### src/rtl/core/crc8_register_write_framer_defines.svh
// ----------------------------------------------------------------------------
// CRC-8 register write framer: assertion macros
// Clocked assertion helpers used by the framer datapath.
// ----------------------------------------------------------------------------
`ifndef CRC8_REGISTER_WRITE_FRAMER_DEFINES_SVH
`define CRC8_REGISTER_WRITE_FRAMER_DEFINES_SVH

`ifndef SYNTH
// same-cycle implication, disabled in reset
`define CRC8RWF_ASSERT_IMPL(label, clk, rst_n, ante, cons, msg) \
    label: assert property (@(posedge clk) disable iff (!rst_n) (ante) |-> (cons)) \
        else $error(msg);
// next-cycle implication, disabled in reset
`define CRC8RWF_ASSERT_NEXT(label, clk, rst_n, ante, cons, msg) \
    label: assert property (@(posedge clk) disable iff (!rst_n) (ante) |=> (cons)) \
        else $error(msg);
`else
`define CRC8RWF_ASSERT_IMPL(label, clk, rst_n, ante, cons, msg)
`define CRC8RWF_ASSERT_NEXT(label, clk, rst_n, ante, cons, msg)
`endif

`endif

### src/rtl/core/crc8rwf_pkg.sv
// ----------------------------------------------------------------------------
// CRC-8 register write framer package
// Types, constants and the byte-wise CRC-8 update shared by the framer.
// ----------------------------------------------------------------------------
package crc8rwf_pkg;

    localparam int HEADER_BYTES = 2;
    localparam int CRC_BYTES    = 1;
    localparam int VALUE_BYTES  = 4;
    localparam logic [7:0] CRC_POLY_RESET = 8'h07;
    localparam logic [7:0] CRC_TOP_BIT    = 8'h80;

    // controller states
    typedef enum logic [2:0] {
        ST_IDLE,
        ST_HEAD,
        ST_LEN,
        ST_DATA,
        ST_CRC
    } state_t;

    // source of the next frame byte
    typedef enum logic [1:0] {
        SRC_HEAD,
        SRC_LEN,
        SRC_DATA,
        SRC_CRC
    } src_sel_t;

    typedef struct packed {
        logic     load;
        logic     emit;
        src_sel_t sel;
    } dp_cmd_t;

    typedef struct packed {
        logic slot_free;
        logic bad;
        logic data_last;
    } dp_status_t;

    // MSB-first CRC-8 over one byte, initial crc given, leading bit implied
    function automatic logic [7:0] crc8_update(
        input logic [7:0] crc,
        input logic [7:0] data,
        input logic [7:0] poly
    );
        logic [7:0] c;
        c = crc ^ data;
        for (int b = 0; b < 8; b++) begin
            if ((c & CRC_TOP_BIT) != 8'h00) begin
                c = {c[6:0], 1'b0} ^ poly;
            end else begin
                c = {c[6:0], 1'b0};
            end
        end
        return c;
    endfunction

endpackage

### src/rtl/core/crc8rwf_ctrl.sv
// ----------------------------------------------------------------------------
// CRC-8 register write framer controller
// Sequences one request: header byte (or error beat), length, data, CRC.
// ----------------------------------------------------------------------------
module crc8rwf_ctrl (
    input  logic                    clk,
    input  logic                    rst_n,
    input  logic                    in_valid,
    output logic                    in_ready,
    output crc8rwf_pkg::dp_cmd_t    cmd,
    input  crc8rwf_pkg::dp_status_t status
);
    import crc8rwf_pkg::*;

    state_t state_reg;
    state_t state_next;

    // hold state
    always_ff @(posedge clk or negedge rst_n)
    begin
        if (!rst_n)
        begin
            state_reg <= ST_IDLE;
        end
        else
        begin
            state_reg <= state_next;
        end
    end

    // advance one frame byte each time the output slot is free
    always_comb
    begin
        state_next = state_reg;
        case (state_reg)
            ST_IDLE:
            begin
                if (in_valid)
                begin
                    state_next = ST_HEAD;
                end
            end
            ST_HEAD:
            begin
                if (status.slot_free)
                begin
                    state_next = status.bad ? ST_IDLE : ST_LEN;
                end
            end
            ST_LEN:
            begin
                if (status.slot_free)
                begin
                    state_next = ST_DATA;
                end
            end
            ST_DATA:
            begin
                if (status.slot_free && status.data_last)
                begin
                    state_next = ST_CRC;
                end
            end
            ST_CRC:
            begin
                if (status.slot_free)
                begin
                    state_next = ST_IDLE;
                end
            end
            default:
            begin
                state_next = ST_IDLE;
            end
        endcase
    end

    // drive handshake and datapath commands
    always_comb
    begin
        in_ready = 1'b0;
        cmd.load = 1'b0;
        cmd.emit = 1'b0;
        cmd.sel  = SRC_HEAD;
        case (state_reg)
            ST_IDLE:
            begin
                in_ready = 1'b1;
                cmd.load = in_valid;
            end
            ST_HEAD:
            begin
                cmd.emit = status.slot_free;
                cmd.sel  = SRC_HEAD;
            end
            ST_LEN:
            begin
                cmd.emit = status.slot_free;
                cmd.sel  = SRC_LEN;
            end
            ST_DATA:
            begin
                cmd.emit = status.slot_free;
                cmd.sel  = SRC_DATA;
            end
            ST_CRC:
            begin
                cmd.emit = status.slot_free;
                cmd.sel  = SRC_CRC;
            end
            default:
            begin
                in_ready = 1'b0;
            end
        endcase
    end

endmodule

### src/rtl/core/crc8rwf_dp.sv
// ----------------------------------------------------------------------------
// CRC-8 register write framer datapath
// Request registers, running CRC, polynomial register and output register.
// ----------------------------------------------------------------------------
`include "crc8_register_write_framer_defines.svh"

module crc8rwf_dp #(
    parameter int MAX_FRAME_BYTES = 7
) (
    input  logic                    clk,
    input  logic                    rst_n,
    input  logic                    cfg_wr_en,
    input  logic [7:0]              cfg_wr_data,
    input  logic [7:0]              reg_id,
    input  logic [2:0]              data_length,
    input  logic [31:0]             value,
    input  crc8rwf_pkg::dp_cmd_t    cmd,
    output crc8rwf_pkg::dp_status_t status,
    output logic                    out_valid,
    input  logic                    out_ready,
    output logic [7:0]              frame_byte,
    output logic                    last,
    output logic                    error
);
    import crc8rwf_pkg::*;

    logic [7:0]  poly_reg;
    logic [7:0]  id_reg;
    logic [2:0]  len_reg;
    logic [31:0] val_reg;
    logic        bad_reg;
    logic [2:0]  cnt_reg;
    logic [7:0]  crc_reg;
    logic        out_valid_reg;
    logic [7:0]  byte_reg;
    logic        last_reg;
    logic        error_reg;

    logic [7:0]  byte_next;
    logic        last_next;
    logic        error_next;
    logic [7:0]  crc_next;
    logic        bad_in;

    // reject empty, oversized or over-buffer requests
    assign bad_in = (data_length == 3'd0)
                 || (int'(data_length) > VALUE_BYTES)
                 || (int'(data_length) + HEADER_BYTES + CRC_BYTES > MAX_FRAME_BYTES);

    assign status.slot_free = !out_valid_reg || out_ready;
    assign status.bad       = bad_reg;
    assign status.data_last = (cnt_reg == (len_reg - 3'd1));

    // hold the polynomial
    always_ff @(posedge clk or negedge rst_n)
    begin
        if (!rst_n)
        begin
            poly_reg <= CRC_POLY_RESET;
        end
        else if (cfg_wr_en)
        begin
            poly_reg <= cfg_wr_data;
        end
    end

    // select the next frame byte and its CRC contribution
    always_comb
    begin
        byte_next  = 8'h00;
        last_next  = 1'b0;
        error_next = 1'b0;
        crc_next   = crc_reg;
        case (cmd.sel)
            SRC_HEAD:
            begin
                if (bad_reg)
                begin
                    last_next  = 1'b1;
                    error_next = 1'b1;
                end
                else
                begin
                    byte_next = id_reg;
                end
            end
            SRC_LEN:
            begin
                byte_next = {5'd0, len_reg};
            end
            SRC_DATA:
            begin
                byte_next = val_reg[7:0];
            end
            SRC_CRC:
            begin
                byte_next = crc_reg;
                last_next = 1'b1;
            end
            default:
            begin
                byte_next = 8'h00;
            end
        endcase
        if (cmd.sel != SRC_CRC)
        begin
            crc_next = crc8_update(crc_reg, byte_next, poly_reg);
        end
    end

    // capture the request and walk through it
    always_ff @(posedge clk)
    begin
        if (cmd.load)
        begin
            id_reg  <= reg_id;
            len_reg <= data_length;
            val_reg <= value;
            bad_reg <= bad_in;
            cnt_reg <= 3'd0;
            crc_reg <= 8'h00;
        end
        else if (cmd.emit)
        begin
            crc_reg <= crc_next;
            if (cmd.sel == SRC_DATA)
            begin
                val_reg <= {8'h00, val_reg[31:8]};
                cnt_reg <= cnt_reg + 3'd1;
            end
        end
    end

    // output beat valid
    always_ff @(posedge clk or negedge rst_n)
    begin
        if (!rst_n)
        begin
            out_valid_reg <= 1'b0;
        end
        else if (cmd.emit)
        begin
            out_valid_reg <= 1'b1;
        end
        else if (out_ready)
        begin
            out_valid_reg <= 1'b0;
        end
    end

    // output beat payload
    always_ff @(posedge clk)
    begin
        if (cmd.emit)
        begin
            byte_reg  <= byte_next;
            last_reg  <= last_next;
            error_reg <= error_next;
        end
    end

    assign out_valid  = out_valid_reg;
    assign frame_byte = byte_reg;
    assign last       = last_reg;
    assign error      = error_reg;

    `CRC8RWF_ASSERT_IMPL(a_emit_slot_free, clk, rst_n, cmd.emit, status.slot_free, "beat issued into a full output register")
    `CRC8RWF_ASSERT_IMPL(a_error_beat_form, clk, rst_n, out_valid_reg && error_reg, last_reg && (byte_reg == 8'h00), "error beat not marked last or not zero")
    `CRC8RWF_ASSERT_NEXT(a_load_clears_crc, clk, rst_n, cmd.load, (crc_reg == 8'h00) && (cnt_reg == 3'd0), "request load did not clear CRC and count")

endmodule

### src/rtl/core/crc8_register_write_framer.sv
// ----------------------------------------------------------------------------
// CRC-8 register write framer
// Turns one register write request into a framed byte stream: id, length,
// data bytes (least significant first), then an MSB-first CRC-8 over them.
//
//   channel | signals                                  | dir
//   --------+------------------------------------------+-----
//   cfg     | cfg_wr_en, cfg_wr_data                   | in
//   in      | in_valid/in_ready, reg_id, data_length,  | in
//           | value                                    |
//   out     | out_valid/out_ready, frame_byte, last,   | out
//           | error                                    |
//
// A request is accepted, then issued as one beat per frame byte from the
// controller's byte sequencer; an error request is accepted, then issued as
// a single error beat. The next request is accepted after the last beat
// has been issued into the output register. Downstream stalls hold the
// sequencer. Reset sets the polynomial to 0x07 and empties the output register.
// ----------------------------------------------------------------------------
module crc8_register_write_framer #(
    parameter int MAX_FRAME_BYTES = 7
) (
    input  logic        clk,
    input  logic        rst_n,
    input  logic        cfg_wr_en,
    input  logic [7:0]  cfg_wr_data,
    input  logic        in_valid,
    output logic        in_ready,
    input  logic [7:0]  reg_id,
    input  logic [2:0]  data_length,
    input  logic [31:0] value,
    output logic        out_valid,
    input  logic        out_ready,
    output logic [7:0]  frame_byte,
    output logic        last,
    output logic        error
);
    import crc8rwf_pkg::*;

    dp_cmd_t    cmd;
    dp_status_t status;

    // sequence the frame
    crc8rwf_ctrl u_ctrl (
        .clk      (clk),
        .rst_n    (rst_n),
        .in_valid (in_valid),
        .in_ready (in_ready),
        .cmd      (cmd),
        .status   (status)
    );

    // hold the request, CRC and output beat
    crc8rwf_dp #(
        .MAX_FRAME_BYTES (MAX_FRAME_BYTES)
    ) u_dp (
        .clk         (clk),
        .rst_n       (rst_n),
        .cfg_wr_en   (cfg_wr_en),
        .cfg_wr_data (cfg_wr_data),
        .reg_id      (reg_id),
        .data_length (data_length),
        .value       (value),
        .cmd         (cmd),
        .status      (status),
        .out_valid   (out_valid),
        .out_ready   (out_ready),
        .frame_byte  (frame_byte),
        .last        (last),
        .error       (error)
    );

endmodule
### config.mk
export PLATFORM = sky130hd
export DESIGN_NAME = crc8_register_write_framer
export DESIGN_NICKNAME = d
export VERILOG_FILES = /design/src/rtl/core/crc8rwf_pkg.sv /design/src/rtl/core/crc8rwf_ctrl.sv /design/src/rtl/core/crc8rwf_dp.sv /design/src/rtl/core/crc8_register_write_framer.sv
export VERILOG_INCLUDE_DIRS = /design/src /design/src/rtl/core
export SDC_FILE = /design/constraint.sdc
export NUM_CORES = 1
export LEC_CHECK = 0
export CAP_MARGIN = 20
export CORE_MARGIN = 2
export CORE_UTILIZATION = 41
export CTS_CLUSTER_DIAMETER = 80
export DETAILED_ROUTE_END_ITERATION = 6
export DONT_BUFFER_PORTS = 1
export PLACE_DENSITY = 0.65
export SLEW_MARGIN = 20
export SYNTH_ARGS = -nofsm -noshare
export SYNTH_HDL_FRONTEND = slang
export SYNTH_SLANG_ARGS = --single-unit
export TNS_END_PERCENT = 5
### constraint.sdc
create_clock -name clk -period 6.3 [get_ports clk]
set_clock_uncertainty 0.2 [all_clocks]
set_input_delay 0.63 -clock clk [delete_from_list [all_inputs] [get_ports clk]]
set_output_delay 0.63 -clock clk [all_outputs]
set_load 0.02 [all_outputs]
==> flow_metrics.tcl <==
set metrics [dict create \
    antenna_cells 0 \
    clk_pin_slew_ps 60 \
    critPathKind "reg2reg" \
    layout_min_cycle_time_ps 5710 \
    worstPathRequired_ps 6320 \
    drive_gt1_frac 0.0867 \
    area_delta_synth_final_pct 8.78 \
    seq_area_frac_synth 0.417 \
    synth_cells 572 \
    yosysTopAreaCell "edfxtp_1" \
    regArea_mm2 0.00215 \
    clock_tree.buffer_depth 2 \
    largest_register_ffs 32 \
    min-delay-path-class "in2reg" \
    synth_area_leaders "edfxtp_1 32%, nand2_1 8.7%, dfrtp_1 4.4%, dfxtp_1 4.3%, xnor2_1 4.3%" \
    io_pins 68 \
    hpwlAfterDp_mm 9.48 \
    synth_nets 637 \
    synth-seq-cells 77 \
    ant_nets 0 \
    drt_iter0_markers 352 \
    drt-vias-per-instance 5.85 \
    synth-edff-count 54 \
    end_kind "register" \
    multiInputGateArea_mm2 0.00279 \
    min_period_over_period 0.906 \
    tns_ps 0 \
    relSlewSlack 0.550 \
    drcViolationCount 0 \
    critPathLaunchType "register" \
    yosysWarnings 0 \
    tightest_slew_ps 675 \
    synth_cell_type_count 68 \
    antenna_found_initial 0 \
    cp_max_fo 12 \
    fp.dieH_um 116 \
    post_drt_wl_per_cell_um 17.5 \
    dieWidth_um 116 \
    synth_area_mm2 0.00514 \
    max_freq_mhz 175 \
    grt_pass1_wl_mm 20.5 \
    cts_buffers 9 \
    routed_wl_mm 12.8 \
    place_congestion 0.882 \
    setup_viol 0 \
    syn_avg_cell_area_um2 8.99 \
    cts_max_level 3 \
    rsz0062_at_grt "no" \
    vias 4285 \
    cts_tree "built" \
    nFillCells 1157 \
    grt_use_total 0.197 \
    portBuffers 0 \
    synthArstFlopShare 0.156 \
    firstDrtPassIters 6 \
    core_region_area_mm2 0.0121 \
    grt_pass1_vias 4070 \
    synth_top_area_frac 0.315 \
    finalHoldViolations 0 \
    final_common_cell "nand2_1" \
    placementRows 40 \
    layout_common_cells "119 x nand2_1, 54 x edfxtp_1, 38 x nor2_1, 35 x o21ai_0, 27 x a21oi_1" \
    maxCapViolCount 0 \
    grt_overflow 0 \
    die-area_mm2 0.0135 \
    synth_flop_cell "edfxtp_1" \
    fin_nets 625 \
    outcome "completed" \
    worstSkewPairLatency_ps 330 \
    cts_root_buffer "clkbuf_16" \
    slew_viol_final 0 \
    arrival_ps 5730 \
    start_util 0.425 \
    grt_max_degree 34 \
    cts.sinks 77 \
]
worst max-delay path, cell delays in order (launching register included):
cell and delay, ps:
dfrtp_1 470, nand2b_1 190, o21ai_0 290, ha_1 500
nand2_1 230, o211a_1 310, nor2_1 360, xnor3_1 400
and3_1 270, or4_1 540, and4_4 240, o211a_1 220
nor2_1 480, a211o_1 180, o311ai_1 110, or4_1 410
mux2i_1 130, nor2_1 60
layer usage:
| layer | GRT usage | up-vias | share of wire |
|---|---|---|---|
| met5 | 0 | - | 0 |
| met4 | 0.0635 | 0 | 0.011 |
| met3 | 0.0476 | 12 | 0.075 |
| met2 | 0.292 | 182 | 0.44 |
| met1 | 0.283 | 2023 | 0.47 |
| li1 | - | 2068 | - |
cell type report:
| cell class | instances | area share |
|---|---|---|
| clock buffer | 11 | 0.0434 |
| clock inverter | 5 | 0.0105 |
| inverter | 16 | 0.0107 |
| multi-input combinational | 445 | 0.499 |
| sequential | 77 | 0.383 |
| tap | 168 | 0.0376 |
| timing repair buffer | 11 | 0.0152 |
path summary, 6_finish.rpt:
kind	startpoint	slack, ps	cells after the start	endpoint
max	u_ctrl.state_reg[1]	590	17	u_dp.crc_reg[4]
min	cfg_wr_en	150	1	u_dp.poly_reg[0]
max reg2reg	u_ctrl.state_reg[1]	590	17	u_dp.crc_reg[4]
min reg2reg	u_dp.val_reg[17]	310	2	u_dp.val_reg[9]
max in group asynchronous	rst_n	5010	1	u_ctrl.state_reg[0]
min in group asynchronous	rst_n	520	1	u_dp.poly_reg[7]
logic make-up (layout without fill, tap and decap cells):
group | after synthesis | after routing | share of synthesized area
flip-flops | 77 | 77 | 0.417
XOR/XNOR | 43 | 43 | 0.0815
adder cells (fa/ha/maj) | 9 | 9 | 0.0219
buffers and inverters | 50 | 43 | 0.0409
AO/OA/AOI/OAI | 150 | 150 | 0.210
AND/OR/NAND/NOR | 231 | 231 | 0.204
multiplexers | 12 | 12 | 0.0241
per-stage QoR:
step                      cell area [µm²]  worst slack [ps]  hold slack (ps)  instances   util
after CTS                            5590               450              143        733  0.462
after global routing                 5600              68.7              151        733  0.462
after detailed placement             5280               453              135        716  0.436
after floorplan                      5140              1230              134        572      -
final                                5600               592              152        733  0.462
after global placement               5280               615              135        716  0.436
cell usage after synthesis (3+ instances only):
master     instances
buf_4              3
xnor2_1           25
or4_1              3
a211o_1            8
dfstp_2            3
dfxtp_1           11
nor2b_1            6
edfxtp_1          54
clkinv_1           3
and4_1             3
a222oi_1           3
dfrtp_1            9
o21ai_0           35
nand4_1            6
and3_1             9
clkbuf_1          27
nor4_1             3
nor3_1            10
buf_2              3
o2111ai_1          3
nand2b_1           9
o211ai_1          16
a211oi_1           3
xor2_1            14
o311ai_1           4
nand3_1           11
a22oi_1            9
inv_1             12
a21oi_1           27
mux2i_1            9
mux2_2             3
nand2_1          119
and2_1             5
o2111a_1           3
o211a_1            6
a31oi_1            8
nor2_1            39
ha_1               9
repair_timing:
item                                    in CTS  in global routing
hold endpoints to repair                    12                  0
hold buffers                                 1                  0
endpoints found under the setup margin       0                  4
resized for setup                            0                  1
buffers inserted                             0                  0
Power is not shown: default switching activity piles up to over one toggle a cycle in this logic, so the estimate is an artifact.
